$ cat config.mk
export PLATFORM = sky130hd
export DESIGN_NAME = ks_ctrl
export DESIGN_NICKNAME = d
export VERILOG_FILES = /design/src/ks_pkg.sv /design/src/ks_ctrl.sv
export VERILOG_INCLUDE_DIRS = /design/src /design/src/src
export SDC_FILE = /design/constraint.sdc
export NUM_CORES = 1
export LEC_CHECK = 0
export ABC_AREA = 1
export BUFFER_PORTS_ARGS = -buffer_cell sky130_fd_sc_hd__buf_2
export CAP_MARGIN = 0
export CORE_MARGIN = 2
export CORE_UTILIZATION = 52
export DETAILED_ROUTE_END_ITERATION = 8
export PLACE_DENSITY = 0.87
export SYNTH_ARGS = -nofsm -noshare
export SYNTH_HDL_FRONTEND = slang
export SYNTH_SLANG_ARGS = --single-unit
$ cat constraint.sdc
create_clock -name clk -period 1.8 [get_ports clk]
set_clock_uncertainty 0.2 [all_clocks]
set_input_delay 0.36 -clock clk [delete_from_list [all_inputs] [get_ports clk]]
set_output_delay 0.36 -clock clk [all_outputs]
set_load 0.03 [all_outputs]
$ cat src/key_sorter_assert.svh
// Assertion macros shared by the key sorter modules.
// Each module that includes this file must have clk and arst_n in scope.
`ifndef KEY_SORTER_ASSERT_SVH
`define KEY_SORTER_ASSERT_SVH

// Checks a property on every rising clock edge outside reset.
`define KS_ASSERT(label, prop) \
	label: assert property (@(posedge clk) disable iff (!arst_n) (prop)) \
		else $error("key_sorter assertion failed");

// Checks that a condition holds in the cycle after a trigger.
`define KS_ASSERT_NEXT(label, trig, cons) \
	label: assert property (@(posedge clk) disable iff (!arst_n) (trig) |=> (cons)) \
		else $error("key_sorter assertion failed");

`endif

$ cat src/ks_pkg.sv
// Package for the key sorter: widths, capacity, control struct and states.
// Used by ks_cell, ks_ctrl and key_sorter; depends on nothing else.
package ks_pkg;

	localparam int DEPTH = 64;
	localparam int KEY_W = 32;
	localparam int CNT_W = $clog2(DEPTH + 1);

	typedef enum logic {
		ST_LOAD,
		ST_UNLOAD
	} state_t;

	// Control broadcast from the sequencer to every cell of the chain.
	typedef struct packed {
		logic insert;
		logic shift;
		logic descending;
	} cell_ctl_t;

endpackage

$ cat src/ks_ctrl.sv
// Sequencer of the key sorter: load and unload phases, key count,
// overflow flag and the order register. Depends on ks_pkg.
`include "key_sorter_assert.svh"

module ks_ctrl (
	input  logic              clk,
	input  logic              arst_n,
	input  logic              cfg_valid,
	output logic              cfg_ready,
	input  logic              cfg_data,
	input  logic              s_tvalid,
	output logic              s_tready,
	input  logic              s_tlast,
	output logic              m_tvalid,
	input  logic              m_tready,
	output logic              m_tlast,
	output logic              m_tuser,
	output ks_pkg::cell_ctl_t ctl
);

	ks_pkg::state_t           state_q;
	ks_pkg::state_t           state_nxt;
	logic [ks_pkg::CNT_W-1:0] count_q;
	logic                     dropped_q;
	logic                     descending_q;
	logic                     in_acc;
	logic                     out_acc;
	logic                     has_room;
	logic                     is_final;

	assign in_acc   = s_tvalid && s_tready;
	assign out_acc  = m_tvalid && m_tready;
	assign has_room = count_q < ks_pkg::CNT_W'(ks_pkg::DEPTH);
	assign is_final = count_q == ks_pkg::CNT_W'(1);

	always_comb begin
		state_nxt = state_q;
		case (state_q)
			ks_pkg::ST_LOAD: begin
				if (in_acc && s_tlast) begin
					state_nxt = ks_pkg::ST_UNLOAD;
				end
			end
			ks_pkg::ST_UNLOAD: begin
				if (out_acc && is_final) begin
					state_nxt = ks_pkg::ST_LOAD;
				end
			end
			default: state_nxt = ks_pkg::ST_LOAD;
		endcase
	end

	always_comb begin
		s_tready       = 1'b0;
		m_tvalid       = 1'b0;
		m_tlast        = 1'b0;
		m_tuser        = 1'b0;
		ctl.insert     = 1'b0;
		ctl.shift      = 1'b0;
		ctl.descending = descending_q;
		case (state_q)
			ks_pkg::ST_LOAD: begin
				s_tready   = 1'b1;
				ctl.insert = in_acc && has_room;
			end
			ks_pkg::ST_UNLOAD: begin
				m_tvalid  = 1'b1;
				m_tlast   = is_final;
				m_tuser   = dropped_q;
				ctl.shift = out_acc;
			end
			default: begin
				s_tready = 1'b0;
			end
		endcase
	end

	assign cfg_ready = 1'b1;

	always_ff @(posedge clk or negedge arst_n) begin
		if (!arst_n) begin
			state_q      <= ks_pkg::ST_LOAD;
			count_q      <= '0;
			dropped_q    <= 1'b0;
			descending_q <= 1'b0;
		end else begin
			state_q <= state_nxt;
			if (cfg_valid && cfg_ready) begin
				descending_q <= cfg_data;
			end
			if (in_acc) begin
				if (has_room) begin
					count_q <= count_q + ks_pkg::CNT_W'(1);
				end else begin
					dropped_q <= 1'b1;
				end
			end else if (out_acc) begin
				count_q <= count_q - ks_pkg::CNT_W'(1);
				if (is_final) begin
					dropped_q <= 1'b0;
				end
			end
		end
	end

	`KS_ASSERT(a_count_bound, count_q <= ks_pkg::CNT_W'(ks_pkg::DEPTH))
	`KS_ASSERT(a_unload_nonempty, m_tvalid |-> count_q != '0)
	`KS_ASSERT_NEXT(a_last_starts_unload, in_acc && s_tlast, m_tvalid)

endmodule

== Yosys cells after proc, flatten, opt, wreduce, memory -nomap -nowiden ==
Index checks and enable logic that the tools add are counted.

* Register bits after elaboration: 10
* Bits in latches: 0
* Bits in writable memories: 0
* Memory bits (read-only): 0
* Input port bits: 7
* Output and inout bits: 8
* Memories kept: 0

* Add/subtract/negate cells: 2
* Multipliers: 0
* Div/mod/pow operators: 0
* $lt $le $gt $ge: 1
* Eq/ne operators: 3
* Shift-type cells: 0
* Muxes and demuxes: 16
* Bitwise operators: 1
* Reductions and logical operators: 9

{| class="wikitable"
|+ Operators by type and width
! kind !! number
|-
| 2-to-1 mux 7 bit || 3
|-
| 2-to-1 mux 1 bit || 12
|-
| adder 7 x 1 -> 7 bit (second input constant) || 1
|-
| == test 7 x 1 -> 1 bit (second input constant) || 1
|-
| < comparator 7 bit (second input constant) || 1
|-
| subtractor 7 x 1 -> 7 bit (second input constant) || 1
|-
| logical AND 1 bit || 5
|-
| nonzero test 2 bit || 2
|-
| AND reduction 3 bit || 1
|-
| != test 2 x 1 -> 1 bit (second input constant) || 1
|-
| != test 2 bit (second input constant) || 1
|-
| one-hot mux 1 bit (2 select lines) || 1
|-
| AND reduction 2 bit || 1
|-
| inverter 1 bit || 1
|}

== Logic depth before layout (Yosys ltp) ==
* Depth after elaboration: 5
* Mapped depth: 9

== Worst setup path before layout ==
Ideal clock, no wire load.

* Kind: reg-to-output
* Start: reg state_q
* End: out m_tlast
* Arrival time: 1.276 ns
* Slack: -0.036 ns
* Stages on the path, launching flop included: 3
* Path buffers: 0
* Cell sequence: dfrtp_1 inv_2 nor2_1

* Longest elaborated chain between the ends: 1

{| class="wikitable"
|+ Ends and longest elaborated chain
! what !! RTL line !! source
|-
| start, declared || ks_ctrl.sv:21 || <nowiki>ks_pkg::state_t state_q;</nowiki>
|-
| start signal, assigned || ks_ctrl.sv:82 || <nowiki>state_q <= ks_pkg::ST_LOAD;</nowiki>
|-
| start signal, assigned || ks_ctrl.sv:87 || <nowiki>state_q <= state_nxt;</nowiki>
|-
| 2-to-1 mux 1 bit || ks_ctrl.sv:61 || <nowiki>case (state_q)</nowiki>
|-
| end, declared || ks_ctrl.sv:16 || <nowiki>output logic m_tlast,</nowiki>
|}

Every way passes these cells.

== Worst setup path after layout ==
* Start: reg count_q[4] (netlist name)
* End: out m_tlast

* Longest elaborated chain between the ends: 2

{| class="wikitable"
|+ Ends and longest elaborated chain
! what !! RTL line !! source
|-
| start, declared || ks_ctrl.sv:23 || <nowiki>logic [ks_pkg::CNT_W-1:0] count_q;</nowiki>
|-
| start signal, assigned || ks_ctrl.sv:93 || <nowiki>count_q <= count_q + ks_pkg::CNT_W'(1);</nowiki>
|-
| start signal, assigned || ks_ctrl.sv:98 || <nowiki>count_q <= count_q - ks_pkg::CNT_W'(1);</nowiki>
|-
| == test 7 x 1 -> 1 bit || ks_ctrl.sv:34 || <nowiki>assign is_final = count_q == ks_pkg::CNT_W'(1);</nowiki>
|-
| 2-to-1 mux 1 bit || ks_ctrl.sv:61 ||
|}

Every way passes these cells.

==> run summary <==
Run status
• run status: finished with violations
• failing checks: setup timing

Finish
• fin cells: 135
• Final Instance Area: 965 µm²
• diodes inserted: 0
• synthesis-to-layout area growth: 33.9%
• number of nets in the layout: 131
• layout cell share with drive strength beyond 1: 0.392

Synth
• post-synth top area share: 0.347
• Warnings, synthesis: 0
• most common library cells after synthesis: 26 x sky130_fd_sc_hd__nand2_1, 13 x sky130_fd_sc_hd__inv_1, 10 x sky130_fd_sc_hd__dfrtp_1
• synthesized netlist cell count: 95
• most frequently used flop master after synthesis: sky130_fd_sc_hd__dfrtp_1
• register bit count reported by yosys: 10
• Synth area leader: sky130_fd_sc_hd__dfrtp_1
• post-synthesis cell type count: 25
• number of synthesized flops with an enable pin: 0
• synth top area cells: sky130_fd_sc_hd__dfrtp_1 35%, sky130_fd_sc_hd__nand2_1 14%, sky130_fd_sc_hd__inv_1 6.8%
• fraction of synthesis flops using an asynchronous set or reset pin: 1.00
• mean cell area of the mapped netlist: 7.59 µm²
• sequential fraction of the synthesis area: 0.347
• Post-Syn Area: 721 µm²
• most numerous cell in the Yosys netlist: sky130_fd_sc_hd__nand2_1
• number of nets in the synthesized netlist: 105

STA
• final slew viol count: 0
• final number of hold-violating endpoints: 0
• RSZ-0062 raised after global routing: yes
• worst hold slack across all endpoints: 0.124 ns
• slack of the critical path: -0.0238 ns
• achievable clock frequency: 0.548 GHz
• minimum period implied by the final worst setup slack: 1.82 ns
• total of endpoints with negative setup slack in the final report: 1
• final sum of negative setup slack: -0.0238 ns
• final clock period utilization by the worst path: 1.01

Power
• leakage power: 0.513 nW
• worst-case vdd ir drop: 0.00107 V
• pwr dens: 1800 nW/µm²

Floorplan
• Core Rows: 13
• Core Area: 1300 µm²
• width of the chip: 41.2 µm
• count of pins on the block boundary: 15
• initial cell density of the core: 0.554
• Chip Height: 41.2 µm
• overall die area: 1700 µm²

Clock tree
• Reg clk slew, reported paths: 0.07 ns
• number of clock sinks seen by CTS: 10
• CTS buffer count: 3
• largest buffer count on any clock path: 2
• CTS tree: built
• total number of H-tree levels: 1
• clock insertion delay at the later pin of the skew report: 0.27 ns
• Root Buffer: sky130_fd_sc_hd__clkbuf_4

Global route
• initial antenna violation count: 0
• largest net degree at the start of global routing: 11
• first-pass GRT wire length: 2890 µm
• overall track demand over capacity in global routing: 0.280
• grt total ovfl: 0
• via count of the first global-routing pass: 640

Critical path
• critical path class: reg2out
• critical-path maximum fanout: 2
• Critical Path End Type: output port
• worst-case reg-to-reg path depth: 7
• arrival time of data at the critical path endpoint: 1.26 ns
• startpoint kind of the worst setup timing path: flip-flop
• Crit path required time: 1.24 ns

Detailed routing
• via count of the routed design: 720
• remaining design rule violation count: 0
• iteration count of the initial detailed-routing pass: 4
• sum of routed wire length over all layers: 1900 µm
• iteration-0 DRC count of the detailed router: 22
• post-route ant nets: 0
• detailed-route vias per instance: 5.33
• detail-routed net length per standard cell: 14.1 µm

Placed design
• total cell area at the placement stage: 795 µm²
• number of placed instances with taps included: 121
• worst slack at placement: 0.137 ns
• half-perimeter wire length after placement: 1220 µm
• IO buf count: 13
• gp weighted congestion: 0.947

Min path
• class of the most critical hold timing path: in2reg
• Worst Hold Path Cells: 2

Flow run
• max-capacitance violation count: 0

-- registers in the layout, indices dropped and copies added, names as in the netlist --
register and cells:
count_q 7, descending_q 1, dropped_q 1, state_q 1
-- per-layer routing --
metal,vias up,track usage,part of all wire
li1,340,-,-
met1,335,0.322,0.38
met2,37,0.441,0.52
met3,8,0.0598,0.066
met4,0,0.226,0.034
met5,-,0,0
-- path summary, 6_finish.rpt --
kind | startpoint | to | slack [ns]
setup / recovery | count_q[4]$_DFFE_PN0P_ | m_tlast | -0.02
hold reg to reg | descending_q$_DFFE_PN0P_ | descending_q$_DFFE_PN0P_ | 0.31
max in group asynchronous | arst_n | state_q$_DFF_PN0_ | 0.89
setup reg to reg | count_q[0]$_DFFE_PN0P_ | count_q[6]$_DFFE_PN0P_ | 0.12
hold / removal | cfg_data | descending_q$_DFFE_PN0P_ | 0.12
min in group asynchronous | arst_n | count_q[6]$_DFFE_PN0P_ | 0.29
-- area by class of cell --
type,instances,area [µm²]
Timing Repair Buffer,24,159
Sequential cell,10,253
Inverter,16,76.3
Fill cell,102,337
Multi-Input combinational cell,66,422
Tap cell,15,18.8
Clock buffer,4,36.3
-- power by group --
group / internal, W / leakage (nW) / switching (W) / total, W
combinational: 0.000437 / 0.382 / 0.000654 / 0.00109
sequential: 0.000335 / 0.109 / 0.000109 / 0.000445
clock: 0.000123 / 0.0210 / 0.0000813 / 0.000204
total: 0.000895 / 0.513 / 0.000845 / 0.00174
-- layout by cell type (no fill, tap or decap), types with 2 or more instances in the layout --
cell type,Yosys,final
sky130_fd_sc_hd__nand4_1,2,2
sky130_fd_sc_hd__nand2_1,26,26
sky130_fd_sc_hd__o21ai_1,3,3
sky130_fd_sc_hd__inv_2,2,2
sky130_fd_sc_hd__nor2_4,2,3
sky130_fd_sc_hd__buf_2,1,11
sky130_fd_sc_hd__nor2_1,7,5
sky130_fd_sc_hd__inv_1,13,12
sky130_fd_sc_hd__buf_4,2,11
sky130_fd_sc_hd__xor2_1,4,4
sky130_fd_sc_hd__nand2_4,2,2
sky130_fd_sc_hd__dfrtp_1,10,8
sky130_fd_sc_hd__clkbuf_4,0,3
sky130_fd_sc_hd__nand3_4,0,2
sky130_fd_sc_hd__nand3_1,7,6
sky130_fd_sc_hd__ha_1,3,2
sky130_fd_sc_hd__dfrtp_2,0,2
sky130_fd_sc_hd__nor2_2,1,2
-- what timing repair did --
| action | in CTS | in global routing |
|---|---|---|
| pin swaps | 3 | 3 |
| hold buffers | 1 | 0 |
| hold endpoints to repair | 10 | 0 |
| buffers inserted | 5 | 4 |
| setup endpoints to repair | 2 | 3 |
| resized for setup | 12 | 3 |
-- kinds of logic (layout without fill, tap and decap cells) --
group | Yosys count | after routing | synth area share
AND/OR/NAND/NOR | 50 | 50 | 0.340
XOR/XNOR | 4 | 4 | 0.0486
AO/OA/AOI/OAI | 7 | 7 | 0.0608
buffers and inverters | 19 | 44 | 0.130
multiplexers | 1 | 1 | 0.0156
other | 1 | 1 | 0.00520
flip-flops | 10 | 10 | 0.347
adder cells (fa/ha/maj) | 3 | 3 | 0.0521
-- stage by stage --
step,power (W),utilization
6_report,0.00174,0.741
5_1_grt,0.00188,0.741
4_1_cts,0.00163,0.703
3_5_place_dp,0.00129,0.611
3_3_place_gp,0.00125,0.611
2_1_floorplan,0.00109,-
-- critical path, cell delays in order (launching register included) --
cell,delay [ns]
sky130_fd_sc_hd__dfrtp_1,0.40
sky130_fd_sc_hd__nor2_2,0.14
sky130_fd_sc_hd__and2_4,0.17
sky130_fd_sc_hd__nand3_4,0.07
sky130_fd_sc_hd__nor2_4,0.09
sky130_fd_sc_hd__buf_6,0.13
Power figures use the tool's default switching activity.
