### src/key_sorter_assert.svh
// Assertion macros shared by the key sorter modules.
// Each module that includes this file must have clk and arst_n in scope.
`ifndef KEY_SORTER_ASSERT_SVH
`define KEY_SORTER_ASSERT_SVH

// Checks a property on every rising clock edge outside reset.
`define KS_ASSERT(label, prop) \
	label: assert property (@(posedge clk) disable iff (!arst_n) (prop)) \
		else $error("key_sorter assertion failed");

// Checks that a condition holds in the cycle after a trigger.
`define KS_ASSERT_NEXT(label, trig, cons) \
	label: assert property (@(posedge clk) disable iff (!arst_n) (trig) |=> (cons)) \
		else $error("key_sorter assertion failed");

`endif

### src/ks_pkg.sv
// Package for the key sorter: widths, capacity, control struct and states.
// Used by ks_cell, ks_ctrl and key_sorter; depends on nothing else.
package ks_pkg;

	localparam int DEPTH = 64;
	localparam int KEY_W = 32;
	localparam int CNT_W = $clog2(DEPTH + 1);

	typedef enum logic {
		ST_LOAD,
		ST_UNLOAD
	} state_t;

	// Control broadcast from the sequencer to every cell of the chain.
	typedef struct packed {
		logic insert;
		logic shift;
		logic descending;
	} cell_ctl_t;

endpackage

### src/ks_cell.sv
// One cell of the sorting chain: holds a key and its valid bit.
// Depends on ks_pkg for the key width and the control struct.
module ks_cell (
	input  logic                    clk,
	input  logic                    arst_n,
	input  ks_pkg::cell_ctl_t       ctl,
	input  logic [ks_pkg::KEY_W-1:0] new_key,
	input  logic                    prev_ins,
	input  logic                    prev_valid,
	input  logic [ks_pkg::KEY_W-1:0] prev_key,
	input  logic                    next_valid,
	input  logic [ks_pkg::KEY_W-1:0] next_key,
	output logic                    ins,
	output logic                    valid,
	output logic [ks_pkg::KEY_W-1:0] key
);

	logic                     valid_q;
	logic [ks_pkg::KEY_W-1:0] key_q;
	logic                     goes_before;

	// The new key belongs ahead of the stored one in the chosen order.
	assign goes_before = ctl.descending ? (new_key > key_q) : (new_key < key_q);
	assign ins         = !valid_q || goes_before;
	assign valid       = valid_q;
	assign key         = key_q;

	always_ff @(posedge clk or negedge arst_n) begin
		if (!arst_n) begin
			valid_q <= 1'b0;
		end else if (ctl.insert) begin
			if (prev_ins) begin
				valid_q <= prev_valid;
			end else if (ins) begin
				valid_q <= 1'b1;
			end
		end else if (ctl.shift) begin
			valid_q <= next_valid;
		end
	end

	// On insert the chain opens at the first cell whose key comes later:
	// that cell takes the new key and every cell after it takes its left neighbor.
	always_ff @(posedge clk) begin
		if (ctl.insert) begin
			if (prev_ins) begin
				key_q <= prev_key;
			end else if (ins) begin
				key_q <= new_key;
			end
		end else if (ctl.shift) begin
			key_q <= next_key;
		end
	end

endmodule

### config.mk
export PLATFORM = sky130hd
export DESIGN_NAME = ks_cell
export DESIGN_NICKNAME = d
export VERILOG_FILES = /design/src/key_sorter_assert.svh /design/src/ks_pkg.sv /design/src/ks_cell.sv
export SDC_FILE = /design/constraint.sdc
export NUM_CORES = 1
export LEC_CHECK = 0
export BUFFER_PORTS_ARGS = -buffer_cell sky130_fd_sc_hd__buf_2
export CAP_MARGIN = 40
export CORE_MARGIN = 5
export CORE_UTILIZATION = 45
export CTS_CLUSTER_DIAMETER = 60
export DETAILED_ROUTE_END_ITERATION = 6
export GPL_TIMING_DRIVEN = 0
export PLACE_DENSITY = 0.86
export RECOVER_POWER = 25
export SETUP_SLACK_MARGIN = 0.02
export SLEW_MARGIN = 20
export SYNTH_ARGS = -nofsm -noshare
export SYNTH_HDL_FRONTEND = slang
export SYNTH_SLANG_ARGS = --single-unit
### constraint.sdc
create_clock -name clk -period 4.8 [get_ports clk]
set_clock_uncertainty 0.05 [all_clocks]
set_input_delay 0.24 -clock clk [delete_from_list [all_inputs] [get_ports clk]]
set_output_delay 0.24 -clock clk [all_outputs]
set_load 0.01 [all_outputs]
After elaboration in Yosys (flattened, before gate mapping)
Index checks and enable logic that the tools add are counted.

Bits in registers: 33.

Muxes and demuxes: 9. Order comparisons: 2. Equal/unequal tests: 1. Reductions and logical operators: 4.

Operators by type and width (number): $mux 32 (4); $gt 32x32->1 (1); $lt 32x32->1 (1); $mux 1 (5); $ne 3x1->1 const B (1); $reduce_and 2->1 (1); $reduce_bool 2->1 (1); $logic_not 1->1 (1); $logic_or 1x1->1 (1).

Depth between registers and ports, before layout
Gate-level depths: netlist (run 1).

Depth after elaboration: 6. Depth in mapped cells: 8. Gate-level depth less buffers: 8.

Worst setup path before layout (run 1)
OpenSTA, ideal clock, no wires.

Path type: reg-to-reg. From: register key_q (netlist bit key[23]). To: register key_q (netlist bit key[0]) (enable). Required time: 4.346 ns. Stages on the path, launching flop included: 9. Path slack: 1.488 ns. Library setup time: 0.404 ns. Arrival: 2.858 ns. Cell sequence: edfxtp_1 -> inv_1 -> ha_1 -> a21oi_1 -> o21ai_1 -> a221oi_1 -> o21ai_1 -> or3_2 -> a31oi_2.

Word-level cells in the longest chain between the ends: 5.

RTL lines: start, declared (line ks_cell.sv:19) `logic [ks_pkg::KEY_W-1:0] key_q;`; start signal, assigned (line ks_cell.sv:47) `key_q <= prev_key;`; start signal, assigned (line ks_cell.sv:49) `key_q <= new_key;`; start signal, assigned (line ks_cell.sv:52) `key_q <= next_key;`; $lt 32x32->1 / $gt 32x32->1 (equally long branches) (line ks_cell.sv:23) `assign goes_before = ctl.descending ? (new_key > key_q) : (new_key < key_q);`; $mux 1 * (line ks_cell.sv:23); $logic_or 1x1->1 * (line ks_cell.sv:24) `assign ins = !valid_q || goes_before;`; $ne 3x1->1 (no source line) *; $reduce_and 2->1 (no source line) *.

Every way passes the cells marked *; elsewhere a longest branch is shown, timed or not. A chain may end at the register's enable or synchronous reset.

Final worst setup path (run 1)
From: register key_q (netlist bit key[14]). To: register key_q (netlist bit key[9]) (enable).

Same word-level chain as after synthesis.

==> flow_metrics.py, run 1 <==
metrics = {
    "run_status": {
        "status": "complete, no violations",
    },
    "cells_and_area": {
        "area.growth.synth_to_final_pct": 34.82,
        "fin_nets": 545,
        "fin_cells": 482,
        "diodes": 0,
        "fin_util_pct": 61.81,
        "drive_above_1_share_pct": 31.22,
        "final_area_sq_um": 3362,
    },
    "critical_path": {
        "worstPathRequired_ps": 4740,
        "crit_path_end_kind": "flip-flop",
        "critPathLaunchType": "flip-flop",
        "criticalPathCategory": "reg2reg",
        "cp_max_fo": 17,
        "cp.arrival_ps": 3080,
    },
    "cts": {
        "root_buffer": "clkbuf_8",
        "clk-insertion-delay-late_ps": 280,
        "h-tree-depth": 2,
        "cts_buffers": 5,
        "clkSinkCount": 33,
        "cts_tree": "yes",
        "clockBufferDepth": 2,
        "post_cts_resize_count": 0,
        "clkTransAtPathRegs_ps": 70,
        "postCtsSetupRepairBufs": 0,
        "ctsHoldBuffers": 1,
    },
    "floorplanning": {
        "die_area_sq_um": 7130,
        "start_util_pct": 45.85,
        "dieWidth_microns": 84.44,
        "core_region_area_sq_um": 5439,
        "ios": 138,
        "core.rowCount": 27,
        "die_y_microns": 84.44,
    },
    "placement": {
        "place.gp.congestion": 0.8366,
        "dpl.cell_count": 473,
        "dpl.hpwl_mm": 6.111,
        "portBuffers": 135,
        "place_ws_ps": 1625,
        "place_area_sq_um": 3296,
    },
    "power_and_ir_drop": {
        "power.leakage_nw": 1.715,
        "p_total_mw": 0.8314,
        "ir_drop_uv": 149.8,
        "power.density_nw_per_um2": 247.3,
    },
    "sta": {
        "timing.final.ws_setup_ps": 1655,
        "setup_viol": 0,
        "fmax_ghz": 0.3179,
        "drv_slew": 0,
        "relSlewSlack_pct": 54.35,
        "hold_violations": 0,
        "fin_crit_ps": 3145,
        "hold_ws_ps": 146.3,
        "rsz0062_at_grt": "false",
        "tightest_slew_ps": 684.8,
        "tns_ps": 0,
        "finalCritPeriodShare_pct": 65.53,
    },
    "synth": {
        "synth.avg_cell_area_sq_um": 9.410,
        "ys_types": 28,
        "yosys_warnings": 0,
        "ys_seq_elements": 33,
        "synth_area_sq_um": 2494,
        "syn-num-nets": 401,
        "yosysSeqAreaShare_pct": 39.54,
        "syn_inst": 265,
    },
    "routing": {
        "vias": 2517,
        "drtIter0Drc": 109,
        "wirelength_mm": 7.278,
        "drtAntennaViolNets": 0,
        "post_drt_wl_per_cell_microns": 15.10,
        "first_pass_iters": 6,
        "route.detailed.drc": 0,
        "via_per_inst": 5.222,
    },
    "hold_path": {
        "min-delay-path-class": "in2reg",
    },
    "grt": {
        "grt_usage_pct": 20.48,
        "grt_max_degree": 18,
        "grt_antenna_before_repair": 0,
        "grt_pass1_wl_mm": 11.93,
        "grt_pass1_vias": 2720,
        "grt-ovfl-total": 0,
    },
    "job": {
        "maxCapViolCount": 0,
    },
}
[registers in the layout, indices dropped and copies added (netlist names)]
| register | flops |
|---|---|
| key | 32 |
| valid | 1 |
[path summary, 6_finish.rpt]
kind / startpoint / end / slack (ps) / depth (start not counted)
min: prev_valid / valid / 150 / 2
max in group asynchronous: arst_n / valid / 4380 / 2
min reg2reg: valid / valid / 690 / 2
max reg2reg: key[14] / key[9] / 1650 / 9
min in group asynchronous: arst_n / valid / 220 / 2
max: key[14] / key[9] / 1650 / 9
[layout make-up]
| class | count | area (sq um) |
|---|---|---|
| inverters | 34 | 127.6 |
| flip-flops and latches | 33 | 985.9 |
| repair buffers | 137 | 686.9 |
| clock inverters | 2 | 10.01 |
| clock buffers | 6 | 72.57 |
| well taps | 72 | 90.09 |
| multi-input cells | 186 | 1340 |
| plain buffers | 12 | 48.80 |
| fillers | 507 | 2077 |
[placed cells by master (no fill, tap or decap)]
cell type,synthesis,final
ha_1,32,32
o31a_1,1,1
nor4_1,1,1
mux2i_1,32,32
buf_2,3,117
dfrtp_1,1,1
a21oi_1,44,44
nor2b_1,1,1
nand2b_1,1,1
or4_1,1,1
a31oi_1,1,1
mux2_2,1,1
o21ai_1,3,3
nand4_1,7,7
nand2_1,10,10
o22a_1,1,1
nand3_1,4,4
or3_2,1,1
clkbuf_1,9,31
a21o_1,1,1
buf_16,0,1
o211ai_1,1,1
edfxtp_1,32,32
dlygate4sd3_1,0,1
a31oi_4,0,1
nor2_1,35,35
clkbuf_8,0,5
inv_1,34,34
o21ai_0,3,3
clkinv_2,0,2
a221oi_1,3,3
nor3_1,1,1
[logic make-up after synthesis]
group / synth area share, %
fa+ha+maj: 16.06
flops: 39.54
simple gates: 10.89
buf+inv: 7.074
mux: 13.30
compound gates: 13.15
[Yosys cell counts]
master	count	area (sq um)
o21ai_1	3	15.01
mux2i_1	32	320.3
nor4_1	1	6.260
or4_1	1	7.510
edfxtp_1	32	960.9
or3_2	1	7.510
o21ai_0	3	15.01
dfrtp_1	1	25.02
buf_2	3	15.01
nand4_1	7	43.79
a31oi_1	1	6.260
o22a_1	1	8.760
o31a_1	1	8.760
inv_1	34	127.6
o211ai_1	1	7.510
nand3_1	4	20.02
a31oi_2	1	12.51
mux2_2	1	11.26
clkbuf_1	9	33.78
ha_1	32	400.4
nand2_1	10	37.54
a21oi_1	44	220.2
a21o_1	1	7.510
a221oi_1	3	26.28
nor3_1	1	5.000
nor2b_1	1	6.260
nor2_1	35	131.4
nand2b_1	1	6.260
[critical path: stages, from the launching register on]
cell and delay [ps]:
edfxtp_1 360, inv_1 50, ha_1 310, nand4_1 160, or4_1 590, a21o_1 190
a31oi_1 190, o21ai_1 140, a31oi_4 570, buf_16 240
[power breakdown]
| group | leakage (nW) | internal [mW] | switching, mW |
|---|---|---|---|
| clock network | 0.0450 | 0.101 | 0.102 |
| logic | 1.34 | 0.116 | 0.143 |
| registers | 0.326 | 0.355 | 0.0151 |
| total | 1.72 | 0.571 | 0.260 |
[per-layer routing]
| layer | vias up | track usage [%] | wire length [microns] |
|---|---|---|---|
| met3 | 14 | 4.122 | 513 |
| met5 | - | 0 | 0 |
| met2 | 102 | 37.52 | 3824 |
| met4 | 0 | 7.626 | 151 |
| li1 | 1237 | - | - |
| met1 | 1164 | 23.41 | 2789 |
Note: power is estimated with default switching activity, not from simulation.
==> inputs of run 2 (changes only) <==
- clock period: 4.8 -> 3 ns (I/O delays scaled with it)
==> flow_metrics.py, run 2 (synthesis results as in run 1) <==
metrics = {
    "floorplanning": {
        "ios": 138,
        "core.rowCount": 27,
        "die_y_microns": 84.44,
        "dieWidth_microns": 84.44,
        "core_region_area_sq_um": 5439,
        "start_util_pct": 45.85,
        "die_area_sq_um": 7130,
    },
    "cts": {
        "h-tree-depth": 2,
        "cts_tree": "yes",
        "root_buffer": "clkbuf_8",
        "cts_buffers": 5,
        "clk-insertion-delay-late_ps": 290,
        "post_cts_resize_count": 0,
        "clkTransAtPathRegs_ps": 70,
        "clkSinkCount": 33,
        "clockBufferDepth": 2,
    },
    "grt": {
        "grt-ovfl-total": 0,
        "grt_pass1_wl_mm": 11.34,
        "busiest_layer": "met2",
        "met2_usage_pct": 35.15,
        "grt_max_degree": 20,
        "grt_antenna_before_repair": 1,
        "grt_util_met1_pct": 22.74,
        "met3_usage_pct": 5.496,
        "grt_pass1_vias": 2493,
        "grt_usage_pct": 19.60,
    },
    "routing": {
        "post_drt_wl_per_cell_microns": 14.95,
        "route.detailed.drc": 0,
        "first_pass_iters": 6,
        "vias": 2440,
        "drtIter0Drc": 107,
        "drtAntennaViolNets": 0,
        "via_per_inst": 5.052,
        "wirelength_mm": 7.221,
    },
    "cells_and_area": {
        "layout_commonest_cell": "buf_2",
        "drive_above_1_share_pct": 31.39,
        "mostFrequentLayoutCells": "118 x buf_2, 44 x a21oi_1, 35 x nor2_1",
        "fin_nets": 546,
        "final_area_sq_um": 3391,
        "num-fill-cells": 489,
        "diodes": 0,
        "fin_cells": 483,
        "fin_util_pct": 62.34,
        "largest_reg_flops": 32,
        "area.growth.synth_to_final_pct": 35.98,
    },
    "hold_path": {
        "hp-start": "prev_valid",
        "min-delay-path-class": "in2reg",
    },
    "placement": {
        "portBuffers": 135,
        "place.gp.congestion": 0.8522,
        "dpl.cell_count": 473,
        "place_area_sq_um": 3296,
        "dpl.hpwl_mm": 6.024,
        "place_ws_ps": -96.11,
    },
    "job": {
        "maxCapViolCount": 0,
    },
    "run_status": {
        "status": "complete, no violations",
    },
    "power_and_ir_drop": {
        "power.internal_mw": 0.9449,
        "clockPowerShare_pct": 25.8,
        "power.density_nw_per_um2": 401.3,
        "power.leakage_nw": 1.729,
        "power_switching_share_pct": 30.57,
        "p_switching_mw": 0.4160,
        "p_total_mw": 1.361,
        "combinationalPowerShare_pct": 30.7,
        "ir_drop_uv": 198.3,
        "p_seq_share_pct": 43.5,
    },
    "sta": {
        "fmax_ghz": 0.3625,
        "tightest_slew_ps": 499.5,
        "relSlewSlack_pct": 66.70,
        "timing.final.ws_setup_ps": 241.4,
        "hold_ws_ps": 59.53,
        "drv_slew": 0,
        "setup_viol": 0,
        "tns_ps": 0,
        "hold_violations": 0,
        "finalCritPeriodShare_pct": 91.95,
        "rsz0062_at_grt": "false",
        "fin_crit_ps": 2759,
    },
    "critical_path": {
        "cp.arrival_ps": 2700,
        "crit_path_end_kind": "flip-flop",
        "critPathLaunchType": "flip-flop",
        "startpoint": "key[23]",
        "worstPathRequired_ps": 2940,
        "reg2reg_from": "key[23]",
        "criticalPathCategory": "reg2reg",
        "cp_max_fo": 19,
    },
}
## run 2: cell type report
class | instances | area (sq um) | share of cell area [%]
Inverter | 34 | 127.6 | 3.764
Clock buffer | 8 | 90.09 | 2.657
Multi-Input combinational cell | 186 | 1340 | 39.52
Sequential cell | 33 | 985.9 | 29.08
Timing Repair Buffer | 138 | 708.2 | 20.89
Tap cell | 72 | 90.09 | 2.657
Buffer | 12 | 48.80 | 1.439
## run 2: path summary, 6_finish.rpt
| path | endpoint | slack [ps] | depth (start not counted) |
|---|---|---|---|
| setup / recovery | key[5] | 240 | 9 |
| hold / removal | valid | 60 | 2 |
| setup reg to reg | key[5] | 240 | 9 |
| hold reg to reg | valid | 690 | 2 |
| max in group asynchronous | valid | 2680 | 2 |
| min in group asynchronous | valid | 130 | 2 |
## run 2: routing by layer
metal	vias to the layer above	share of wire, %
li1	1239	-
met1	1095	40
met2	93	50
met3	11	7.8
met4	2	1.6
met5	-	0.18
## run 2: power by group through the flow
| stage | Combinational (mW) | Sequential (mW) | Clock (mW) |
|---|---|---|---|
| floorplan | 0.207 | 0.624 | 0 |
| global placement | 0.397 | 0.599 | 0 |
| finish | 0.417 | 0.592 | 0.351 |
| CTS | 0.430 | 0.591 | 0.361 |
| global route | 0.472 | 0.597 | 0.378 |
| detailed placement | 0.422 | 0.601 | 0 |
## run 2: timing repair
item | in CTS | in global routing
setup endpoints to repair | 19 | 0
hold buffers | 1 | 0
endpoints found under the hold margin | 1 | 0
buffers inserted | 1 | 0
## run 2: critical path: stages, from the launching register on
cell	delay (ps)
edfxtp_1	390
inv_1	70
ha_1	250
a21oi_1	170
o21ai_1	110
a221oi_1	310
o21ai_1	110
or3_2	510
a31oi_4	290
buf_16	200
